File: config.mk
export PLATFORM = sky130hd
export DESIGN_NAME = heap_sort_engine
export DESIGN_NICKNAME = d
export VERILOG_FILES = /design/src/hdl/hse_pkg.sv /design/src/hdl/hse_ctrl.sv /design/src/hdl/hse_datapath.sv /design/src/hdl/heap_sort_engine.sv
export VERILOG_INCLUDE_DIRS = /design/src /design/src/hdl
export SDC_FILE = /design/constraint.sdc
export NUM_CORES = 2
export LEC_CHECK = 0
export BUFFER_PORTS_ARGS = -buffer_cell sky130_fd_sc_hd__buf_2
export CAP_MARGIN = 5
export CORE_ASPECT_RATIO = 1.5
export CORE_MARGIN = 2
export CORE_UTILIZATION = 63
export DETAILED_ROUTE_END_ITERATION = 8
export PLACE_DENSITY_LB_ADDON = 0.15
export SYNTH_ARGS = -nofsm -noshare
export SYNTH_HDL_FRONTEND = slang
export SYNTH_SLANG_ARGS = --single-unit
File: constraint.sdc
create_clock -name clk -period 11 [get_ports clk]
set_input_delay 2.2 -clock clk [delete_from_list [all_inputs] [get_ports clk]]
set_output_delay 2.2 -clock clk [all_outputs]
set_load 0.005 [all_outputs]
File: src/hdl/heap_sort_engine_defines.svh
// ----------------------------------------------------------------------------
// heap_sort_engine_defines
// assertion macros used by the heap sort engine controller
// ----------------------------------------------------------------------------
`ifndef HEAP_SORT_ENGINE_DEFINES_SVH
`define HEAP_SORT_ENGINE_DEFINES_SVH

// same-cycle implication, reset masks the check
`define HSE_ASSERT_IMP(lbl, clk, rst_n, ante, cons, msg) \
  lbl: assert property (@(posedge clk) disable iff (!rst_n) (ante) |-> (cons)) \
    else $error(msg);

// next-cycle implication, reset masks the check
`define HSE_ASSERT_NXT(lbl, clk, rst_n, ante, cons, msg) \
  lbl: assert property (@(posedge clk) disable iff (!rst_n) (ante) |=> (cons)) \
    else $error(msg);

`endif

File: src/hdl/hse_pkg.sv
// ----------------------------------------------------------------------------
// hse_pkg
// shared types and constants of the heap sort engine
// ----------------------------------------------------------------------------
package hse_pkg;

  localparam int MAX_ITEMS_DEF = 64;
  localparam int DATA_W        = 32;

  // controller states
  typedef enum logic [3:0] {
    ST_IDLE,
    ST_SETUP,
    ST_BUILD_NEXT,
    ST_SIFT_LOAD,
    ST_SIFT_CHK,
    ST_SIFT_L,
    ST_SIFT_R,
    ST_EXT_NEXT,
    ST_EXT_RDI,
    ST_EXT_SWAP,
    ST_EMIT
  } hse_state_t;

  // datapath operations issued by the controller
  typedef enum logic [3:0] {
    DP_NOP,
    DP_LOAD,
    DP_SETUP,
    DP_BUILD_RD,
    DP_HOLD,
    DP_SIFT_CHK,
    DP_SIFT_L,
    DP_SIFT_R,
    DP_EXT_INIT,
    DP_EXT_RD0,
    DP_EXT_RDI,
    DP_EXT_SWAP,
    DP_EMIT_INIT,
    DP_EMIT
  } hse_op_t;

  typedef struct packed {
    hse_op_t op;
  } hse_cmd_t;

  typedef struct packed {
    logic left_in;    // left child lies inside the heap
    logic right_in;   // right child lies inside the heap
    logic descend_l;  // held value smaller than left child
    logic descend_r;  // held value smaller than larger child
    logic i_zero;     // loop index at zero
    logic n_lt2;      // fewer than two values held
    logic emit_last;  // word on the output is the final one
  } hse_status_t;

endpackage

File: src/hdl/hse_ctrl.sv
// ----------------------------------------------------------------------------
// hse_ctrl
// sequencer for load, heap build, extraction and emission
// ----------------------------------------------------------------------------
`include "heap_sort_engine_defines.svh"

module hse_ctrl (
  input  logic                clk,
  input  logic                rst_n,
  input  logic                start,
  input  logic                in_last,
  input  hse_pkg::hse_status_t status,
  output hse_pkg::hse_cmd_t   cmd,
  output logic                busy,
  output logic                out_strobe
);

  hse_pkg::hse_state_t state_r, state_nxt, done_state;
  logic                extract_r, extract_nxt;

  always_ff @(posedge clk) begin
    if (!rst_n) begin
      state_r   <= hse_pkg::ST_IDLE;
      extract_r <= 1'b0;
    end else begin
      state_r   <= state_nxt;
      extract_r <= extract_nxt;
    end
  end

  assign done_state = extract_r ? hse_pkg::ST_EXT_NEXT : hse_pkg::ST_BUILD_NEXT;

  always_comb begin
    state_nxt   = state_r;
    extract_nxt = extract_r;
    cmd.op      = hse_pkg::DP_NOP;
    unique case (state_r)
      hse_pkg::ST_IDLE: begin
        if (start) begin
          cmd.op = hse_pkg::DP_LOAD;
          if (in_last) state_nxt = hse_pkg::ST_SETUP;
        end
      end
      hse_pkg::ST_SETUP: begin
        if (status.n_lt2) begin
          cmd.op    = hse_pkg::DP_EMIT_INIT;
          state_nxt = hse_pkg::ST_EMIT;
        end else begin
          cmd.op      = hse_pkg::DP_SETUP;
          extract_nxt = 1'b0;
          state_nxt   = hse_pkg::ST_BUILD_NEXT;
        end
      end
      hse_pkg::ST_BUILD_NEXT: begin
        if (status.i_zero) begin
          cmd.op      = hse_pkg::DP_EXT_INIT;
          extract_nxt = 1'b1;
          state_nxt   = hse_pkg::ST_EXT_NEXT;
        end else begin
          cmd.op    = hse_pkg::DP_BUILD_RD;
          state_nxt = hse_pkg::ST_SIFT_LOAD;
        end
      end
      hse_pkg::ST_SIFT_LOAD: begin
        cmd.op    = hse_pkg::DP_HOLD;
        state_nxt = hse_pkg::ST_SIFT_CHK;
      end
      hse_pkg::ST_SIFT_CHK: begin
        cmd.op    = hse_pkg::DP_SIFT_CHK;
        state_nxt = status.left_in ? hse_pkg::ST_SIFT_L : done_state;
      end
      hse_pkg::ST_SIFT_L: begin
        cmd.op = hse_pkg::DP_SIFT_L;
        if (status.right_in)       state_nxt = hse_pkg::ST_SIFT_R;
        else if (status.descend_l) state_nxt = hse_pkg::ST_SIFT_CHK;
        else                       state_nxt = done_state;
      end
      hse_pkg::ST_SIFT_R: begin
        cmd.op    = hse_pkg::DP_SIFT_R;
        state_nxt = status.descend_r ? hse_pkg::ST_SIFT_CHK : done_state;
      end
      hse_pkg::ST_EXT_NEXT: begin
        if (status.i_zero) begin
          cmd.op    = hse_pkg::DP_EMIT_INIT;
          state_nxt = hse_pkg::ST_EMIT;
        end else begin
          cmd.op    = hse_pkg::DP_EXT_RD0;
          state_nxt = hse_pkg::ST_EXT_RDI;
        end
      end
      hse_pkg::ST_EXT_RDI: begin
        cmd.op    = hse_pkg::DP_EXT_RDI;
        state_nxt = hse_pkg::ST_EXT_SWAP;
      end
      hse_pkg::ST_EXT_SWAP: begin
        cmd.op    = hse_pkg::DP_EXT_SWAP;
        state_nxt = hse_pkg::ST_SIFT_CHK;
      end
      hse_pkg::ST_EMIT: begin
        cmd.op = hse_pkg::DP_EMIT;
        if (status.emit_last) state_nxt = hse_pkg::ST_IDLE;
      end
      default: begin
        state_nxt = hse_pkg::ST_IDLE;
      end
    endcase
  end

  assign busy       = (state_r != hse_pkg::ST_IDLE);
  assign out_strobe = (state_r == hse_pkg::ST_EMIT);

  `HSE_ASSERT_NXT(a_last_starts_sort, clk, rst_n, start && !busy && in_last, busy,
    "last word did not start the sort")
  `HSE_ASSERT_NXT(a_plain_load_idle, clk, rst_n, start && !busy && !in_last, !busy,
    "plain load left the engine busy")
  `HSE_ASSERT_NXT(a_final_ends_run, clk, rst_n, out_strobe && status.emit_last, !busy,
    "engine still busy after final word")
  `HSE_ASSERT_NXT(a_emit_contiguous, clk, rst_n, out_strobe && !status.emit_last, out_strobe,
    "gap in the result burst")

endmodule

File: src/hdl/hse_datapath.sv
// ----------------------------------------------------------------------------
// hse_datapath
// element store, index registers and compare logic of the heap sort
// ----------------------------------------------------------------------------
module hse_datapath #(
  parameter int MAX_ITEMS = hse_pkg::MAX_ITEMS_DEF
) (
  input  logic                              clk,
  input  logic                              rst_n,
  input  hse_pkg::hse_cmd_t                 cmd,
  input  logic signed [hse_pkg::DATA_W-1:0] in_value,
  output hse_pkg::hse_status_t              status,
  output logic signed [hse_pkg::DATA_W-1:0] out_sorted_value,
  output logic                              out_final_res,
  output logic                              out_dropped
);

  localparam int AW = $clog2(MAX_ITEMS);
  localparam int CW = $clog2(MAX_ITEMS + 1);
  localparam int LW = AW + 2;

  logic signed [hse_pkg::DATA_W-1:0] mem [MAX_ITEMS];
  logic signed [hse_pkg::DATA_W-1:0] rd_data_r;
  logic signed [hse_pkg::DATA_W-1:0] hold_r;
  logic signed [hse_pkg::DATA_W-1:0] big_val_r;
  logic        [AW-1:0]              big_idx_r;
  logic        [AW-1:0]              node_r;
  logic        [AW-1:0]              end_r;
  logic        [CW-1:0]              i_r;
  logic        [CW-1:0]              count_r;
  logic                              ovf_r;

  logic        [LW-1:0]              left, right;
  logic        [CW-1:0]              i_dec, i_inc;
  logic signed [hse_pkg::DATA_W-1:0] cand_r_val;
  logic        [AW-1:0]              cand_r_idx;
  logic                              room;

  logic                              we;
  logic        [AW-1:0]              wa;
  logic signed [hse_pkg::DATA_W-1:0] wd;
  logic        [AW-1:0]              rd_addr;

  assign left  = {1'b0, node_r, 1'b1};
  assign right = left + LW'(1);
  assign i_dec = i_r - CW'(1);
  assign i_inc = i_r + CW'(1);
  assign room  = (count_r < CW'(MAX_ITEMS));

  // larger of the two children once both are read
  always_comb begin
    if (rd_data_r > big_val_r) begin
      cand_r_val = rd_data_r;
      cand_r_idx = right[AW-1:0];
    end else begin
      cand_r_val = big_val_r;
      cand_r_idx = big_idx_r;
    end
  end

  always_comb begin
    status.left_in   = (left <= LW'(end_r));
    status.right_in  = (right <= LW'(end_r));
    status.descend_l = (hold_r < rd_data_r);
    status.descend_r = (hold_r < cand_r_val);
    status.i_zero    = (i_r == '0);
    status.n_lt2     = (count_r < CW'(2));
    status.emit_last = (i_inc == count_r);
  end

  // memory port selection
  always_comb begin
    we      = 1'b0;
    wa      = node_r;
    wd      = hold_r;
    rd_addr = left[AW-1:0];
    unique case (cmd.op)
      hse_pkg::DP_LOAD: begin
        we = room;
        wa = count_r[AW-1:0];
        wd = in_value;
      end
      hse_pkg::DP_BUILD_RD: rd_addr = i_dec[AW-1:0];
      hse_pkg::DP_SIFT_CHK: we = !status.left_in;
      hse_pkg::DP_SIFT_L: begin
        rd_addr = right[AW-1:0];
        if (!status.right_in) begin
          we = 1'b1;
          wd = status.descend_l ? rd_data_r : hold_r;
        end
      end
      hse_pkg::DP_SIFT_R: begin
        we = 1'b1;
        wd = status.descend_r ? cand_r_val : hold_r;
      end
      hse_pkg::DP_EXT_RD0:  rd_addr = '0;
      hse_pkg::DP_EXT_RDI:  rd_addr = i_r[AW-1:0];
      hse_pkg::DP_EXT_SWAP: begin
        we = 1'b1;
        wa = i_r[AW-1:0];
        wd = big_val_r;
      end
      hse_pkg::DP_EMIT_INIT: rd_addr = '0;
      hse_pkg::DP_EMIT:      rd_addr = i_inc[AW-1:0];
      default: ;
    endcase
  end

  always_ff @(posedge clk) begin
    if (we) mem[wa] <= wd;
    rd_data_r <= mem[rd_addr];
  end

  always_ff @(posedge clk) begin
    if (!rst_n) begin
      count_r <= '0;
      ovf_r   <= 1'b0;
    end else begin
      if (cmd.op == hse_pkg::DP_LOAD) begin
        if (room) count_r <= count_r + CW'(1);
        else      ovf_r   <= 1'b1;
      end else if (cmd.op == hse_pkg::DP_EMIT && status.emit_last) begin
        count_r <= '0;
        ovf_r   <= 1'b0;
      end
    end
  end

  always_ff @(posedge clk) begin
    unique case (cmd.op)
      hse_pkg::DP_SETUP: begin
        i_r   <= count_r >> 1;
        end_r <= AW'(count_r - CW'(1));
      end
      hse_pkg::DP_BUILD_RD: begin
        node_r <= i_dec[AW-1:0];
        i_r    <= i_dec;
      end
      hse_pkg::DP_HOLD: hold_r <= rd_data_r;
      hse_pkg::DP_SIFT_L: begin
        if (status.right_in) begin
          big_val_r <= rd_data_r;
          big_idx_r <= left[AW-1:0];
        end else if (status.descend_l) begin
          node_r <= left[AW-1:0];
        end
      end
      hse_pkg::DP_SIFT_R: begin
        if (status.descend_r) node_r <= cand_r_idx;
      end
      hse_pkg::DP_EXT_INIT: i_r <= count_r - CW'(1);
      hse_pkg::DP_EXT_RDI:  big_val_r <= rd_data_r;
      hse_pkg::DP_EXT_SWAP: begin
        hold_r <= rd_data_r;
        node_r <= '0;
        end_r  <= i_dec[AW-1:0];
        i_r    <= i_dec;
      end
      hse_pkg::DP_EMIT_INIT: i_r <= '0;
      hse_pkg::DP_EMIT:      i_r <= i_inc;
      default: ;
    endcase
  end

  assign out_sorted_value = rd_data_r;
  assign out_final_res    = status.emit_last;
  assign out_dropped      = ovf_r;

endmodule

File: src/hdl/heap_sort_engine.sv
// a word without last is stored when taken and the engine is free the next cycle
// a last word starts the sort: heap build then extraction; each sift visits a heap level
// through SIFT_CHK, SIFT_L and, with a right child, SIFT_R, one read at a time on the single store read port
// results then leave as a burst of n words, one per cycle, which the receiver cannot stall
// reset clears the controller, the fill count and the dropped flag; the store is not cleared
// ----------------------------------------------------------------------------
// heap_sort_engine
// collects signed words and returns them in ascending order via an in-place heap sort
// ----------------------------------------------------------------------------
module heap_sort_engine #(
  parameter int MAX_ITEMS = hse_pkg::MAX_ITEMS_DEF
) (
  input  logic                              clk,
  input  logic                              rst_n,
  // input channel: word taken when start is high and busy is low
  input  logic                              start,
  output logic                              busy,
  input  logic signed [hse_pkg::DATA_W-1:0] in_value,
  input  logic                              in_last,
  // result channel: one word per strobe cycle
  output logic                              out_strobe,
  output logic signed [hse_pkg::DATA_W-1:0] out_sorted_value,
  output logic                              out_final_res,
  output logic                              out_dropped
);

  // command and status between sequencer and datapath
  hse_pkg::hse_cmd_t    cmd;
  hse_pkg::hse_status_t status;

  // sequencer: loads words, runs the build and extraction loops, drives the burst
  hse_ctrl u_ctrl (
    .clk        (clk),
    .rst_n      (rst_n),
    .start      (start),
    .in_last    (in_last),
    .status     (status),
    .cmd        (cmd),
    .busy       (busy),
    .out_strobe (out_strobe)
  );

  // datapath: element store with one write and one registered read port,
  // sift-down moves a hole towards the leaves and drops the held word in at the end
  hse_datapath #(
    .MAX_ITEMS (MAX_ITEMS)
  ) u_dp (
    .clk              (clk),
    .rst_n            (rst_n),
    .cmd              (cmd),
    .in_value         (in_value),
    .status           (status),
    .out_sorted_value (out_sorted_value),
    .out_final_res    (out_final_res),
    .out_dropped      (out_dropped)
  );

endmodule

==> impl_metrics.sql <==
INSERT INTO impl_metrics (metric_group, metric, value, unit) VALUES
('placement', 'hpwl', '165000', 'microns'),
('drt', 'routed_wl', '289000', 'microns'),
('global_route', 'global_route.usage.met1', '49.7', '%'),
('critical_path', 'family_of_cells_with_the_greatest_summed_delay_on_the_critical_path', 'compound AO/OA/AOI/OAI gates', ''),
('layout', 'multi_input_area', '0.0244', 'sq mm'),
('sta', 'max_slew.worst_pin.slew', '1.30', 'ns'),
('sta', 'final_min_period_over_clock_period', '69.8', '%'),
('sta', 'tns', '0', 'ns'),
('placement', 'portBuffers', '71', ''),
('drt', 'drt.antenna.violating_nets', '0', ''),
('critical_path', 'regToRegEndpoint', 'u_dp.mem[10][29]', ''),
('global_route', 'antenna_found_initial', '23', ''),
('worst_hold_path', 'timing.hold.worst.class', 'flip-flop to flip-flop', ''),
('critical_path', 'critPathBufInv', '4', ''),
('job', 'cap_violations', '0', ''),
('clock_network', 'num_cts_buffers', '190', ''),
('sta', 'fmax', '130', 'MHz'),
('critical_path', 'worstRegToRegCells', '23', ''),
('die', 'chipWidth', '314', 'microns'),
('critical_path', 'startpoint_type', 'flip-flop', ''),
('die', 'floorplan_die_area', '0.148', 'sq mm'),
('critical_path', 'critical_path_arrival', '8.33', 'ns'),
('clock_network', 'clkSinkCount', '2181', ''),
('die', 'initial_core_util', '63.5', '%'),
('clock_network', 'cts.hold.buffers_added', '0', ''),
('worst_hold_path', 'hold_path.startpoint', 'u_dp.out_dropped', ''),
('sta', 'grt_setup_unrepaired', 'no', ''),
('worst_hold_path', 'holdPathStages', '2', ''),
('clock_network', 'cts.htree.levels', '4', ''),
('drt', 'routed_via_density', '7.08', ''),
('critical_path', 'path_max_fanout', '44', ''),
('critical_path', 'worstPathCellList', 'ha_1, a21oi_1, o21ai_0, a211oi_1, o31ai_1, a21oi_1, mux2i_4, buf_4, nor2_1, a21oi_1, ha_1, and3_1, a221oi_1, o21ai_0, a21o_1, a211o_1, a211oi_1, inv_1, o211a_1, buf_4, a21oi_1, o22a_2, buf_4', ''),
('drt', 'first_iter_violations', '9734', ''),
('global_route', 'top_usage_layer', 'met2', ''),
('logic_synthesis', 'post-synth-top-count-cell', 'sky130_fd_sc_hd__edfxtp_1', ''),
('clock_network', 'post_cts.resized_instances', '0', ''),
('critical_path', 'cp_slowest_cell', 'sky130_fd_sc_hd__mux2i_4', ''),
('critical_path', 'rrSetupSlack', '3.32', 'ns'),
('global_route', 'gr-usage-met2', '60.8', '%'),
('critical_path', 'cp.required', '11.64', 'ns'),
('layout', 'finish.net_count', '6715', ''),
('logic_synthesis', 'area_of_the_mapped_netlist', '0.0910', 'sq mm'),
('global_route', 'grt.met3_usage', '8.91', '%'),
('clock_network', 'worst_setup_hold_path_clk_slew', '0.07', 'ns'),
('clock_network', 'clock_tree.root_cell', 'sky130_fd_sc_hd__clkbuf_16', ''),
('logic_synthesis', 'async_reset_ff_share', '0', '%'),
('global_route', 'grt_pass1_wl', '409000', 'microns'),
('layout', 'fillers', '9471', ''),
('global_route', 'grt_max_degree', '165', ''),
('status', 'outcome', 'finished, final reports clean', ''),
('logic_synthesis', 'post_synthesis_sequential_area_ratio', '71.5', '%'),
('logic_synthesis', 'syn_inst', '6565', ''),
('sta', 'final_max_slew_viol_count', '0', ''),
('logic_synthesis', 'number_of_enable_flip_flop_cells_after_synthesis', '2136', ''),
('logic_synthesis', 'postSynthRegisterBits', '2181', ''),
('global_route', 'globalRouteTotalUtil', '39.0', '%'),
('sta', 'max-slew-margin-rel', '13.4', '%'),
('critical_path', 'cp_common_cell', 'sky130_fd_sc_hd__a21oi_1', ''),
('logic_synthesis', 'synth.avg_cell_area', '13.9', 'sq um'),
('logic_synthesis', 'synth.lib_cells_used.distinct', '89', ''),
('placement', 'gp_congestion', '0.988', ''),
('die', 'fp.coreArea', '0.143', 'sq mm'),
('global_route', 'grt_pass1_vias', '58300', ''),
('logic_synthesis', 'ys_warn_count', '0', ''),
('clock_network', 'cts.path.max_buffers', '3', ''),
('die', 'floorplan.rows', '170', ''),
('sta', 'report.final.hold_viol_count', '0', ''),
('clock_network', 'cts_tree', 'done', ''),
('layout', 'layout-area-overhead-vs-synth', '10.2', '%'),
('logic_synthesis', 'postSynth.topFlopCell', 'sky130_fd_sc_hd__edfxtp_1', ''),
('drt', 'drt-pass1-iter-count', '8', '');
==> cells by family after synthesis <==
kind of cell	share of synthesized area (%)
xor+xnor	0.318
mux	3.33
simple gates	10.5
flops	71.5
fa+ha+maj	1.50
compound gates	10.3
buf+inv	2.55
==> flip-flops by register name, indices dropped and copies added (netlist names) <==
register / count
u_dp.hold_r: 32
u_ctrl.state_r: 4
u_dp.end_r: 6
u_dp.big_val_r: 32
u_dp.mem: 2048
u_dp.big_idx_r: 5
u_dp.i_r: 7
u_dp.count_r: 7
u_ctrl.extract_r: 1
u_dp.out_dropped: 1
u_dp.node_r: 6
u_dp.out_sorted_value: 32
==> tightest hold or removal path, cell delays in order, from the launching register on <==
cell                      delay, ns
sky130_fd_sc_hd__dfxtp_1       0.33
sky130_fd_sc_hd__a21oi_1       0.07
sky130_fd_sc_hd__nor2b_1       0.09
==> layer usage <==
metal	share of wire, %	routed length (microns)
met1	34	97300
met2	47	135000
met3	12	35300
met4	7.4	21300
met5	0.035	102
==> placed cells by master (no fill, tap or decap), drive strengths merged, types with 14 or more instances in the layout <==
cell | netlist | final
edfxtp | 2136 | 2136
nand2 | 1241 | 1241
a21oi | 301 | 301
nand3 | 268 | 268
buf | 260 | 247
clkbuf | 174 | 243
and3 | 224 | 224
a211oi | 211 | 211
a31oi | 206 | 206
nor2 | 167 | 167
mux2i | 164 | 164
ha | 109 | 109
o21ai | 109 | 109
inv | 88 | 98
a221oi | 76 | 76
nor3 | 76 | 76
o22ai | 74 | 74
clkinv | 0 | 74
a311oi | 68 | 68
mux4 | 48 | 48
dfxtp | 45 | 45
a221o | 44 | 44
a21o | 41 | 41
o22a | 32 | 32
nand4 | 31 | 31
mux2 | 27 | 27
nor4 | 27 | 27
a22oi | 25 | 25
or4 | 24 | 24
xnor2 | 21 | 21
bufinv | 0 | 20
o221ai | 20 | 20
o2111ai | 19 | 19
a31o | 18 | 18
o211ai | 15 | 15
or2 | 15 | 15
o32a | 14 | 14
==> per-stage QoR <==
| step | util (%) | area, sq um | instances | worst slack, ns | hold slack, ns |
|---|---|---|---|---|---|
| after floorplan | - | 91000 | 6565 | 2.19 | 0.452 |
| after global placement | 65.6 | 94000 | 8269 | 2.22 | 0.492 |
| after detailed placement | 65.7 | 94000 | 8270 | 3.26 | 0.510 |
| after CTS | 70.0 | 100000 | 8623 | 3.46 | 0.525 |
| after global routing | 70.0 | 100000 | 8626 | 2.82 | 0.563 |
| final | 70.0 | 100000 | 8630 | 3.32 | 0.524 |
==> layout make-up <==
| type | instances | share of cell area [%] |
|---|---|---|
| clock inverters | 110 | 1.20 |
| flip-flops and latches | 2181 | 64.9 |
| diodes | 7 | 0.0175 |
| clock buffers | 243 | 5.03 |
| multi-input cells | 3862 | 24.3 |
| inverters | 88 | 0.329 |
| repair buffers | 247 | 1.86 |
| well taps | 1892 | 2.36 |
==> worst max path at each step <==
stage	startpoint	end	depth (start not counted)	slack, ns
finish	u_dp.out_sorted_value[25]	u_dp.mem[10][29]	23	3.32
global route	u_dp.out_sorted_value[29]	u_dp.mem[7][29]	23	2.82
CTS	u_dp.out_sorted_value[25]	u_dp.mem[10][29]	23	3.46
detailed placement	start	u_dp.out_sorted_value[15]	16	3.26
global placement	start	u_dp.out_sorted_value[31]	14	2.22
floorplan	u_dp.big_val_r[1]	u_dp.mem[0][31]	21	2.19
Power is left out: the tool's default activity adds up to more than one toggle a clock period on the data nets, which glitch-free logic cannot reach.
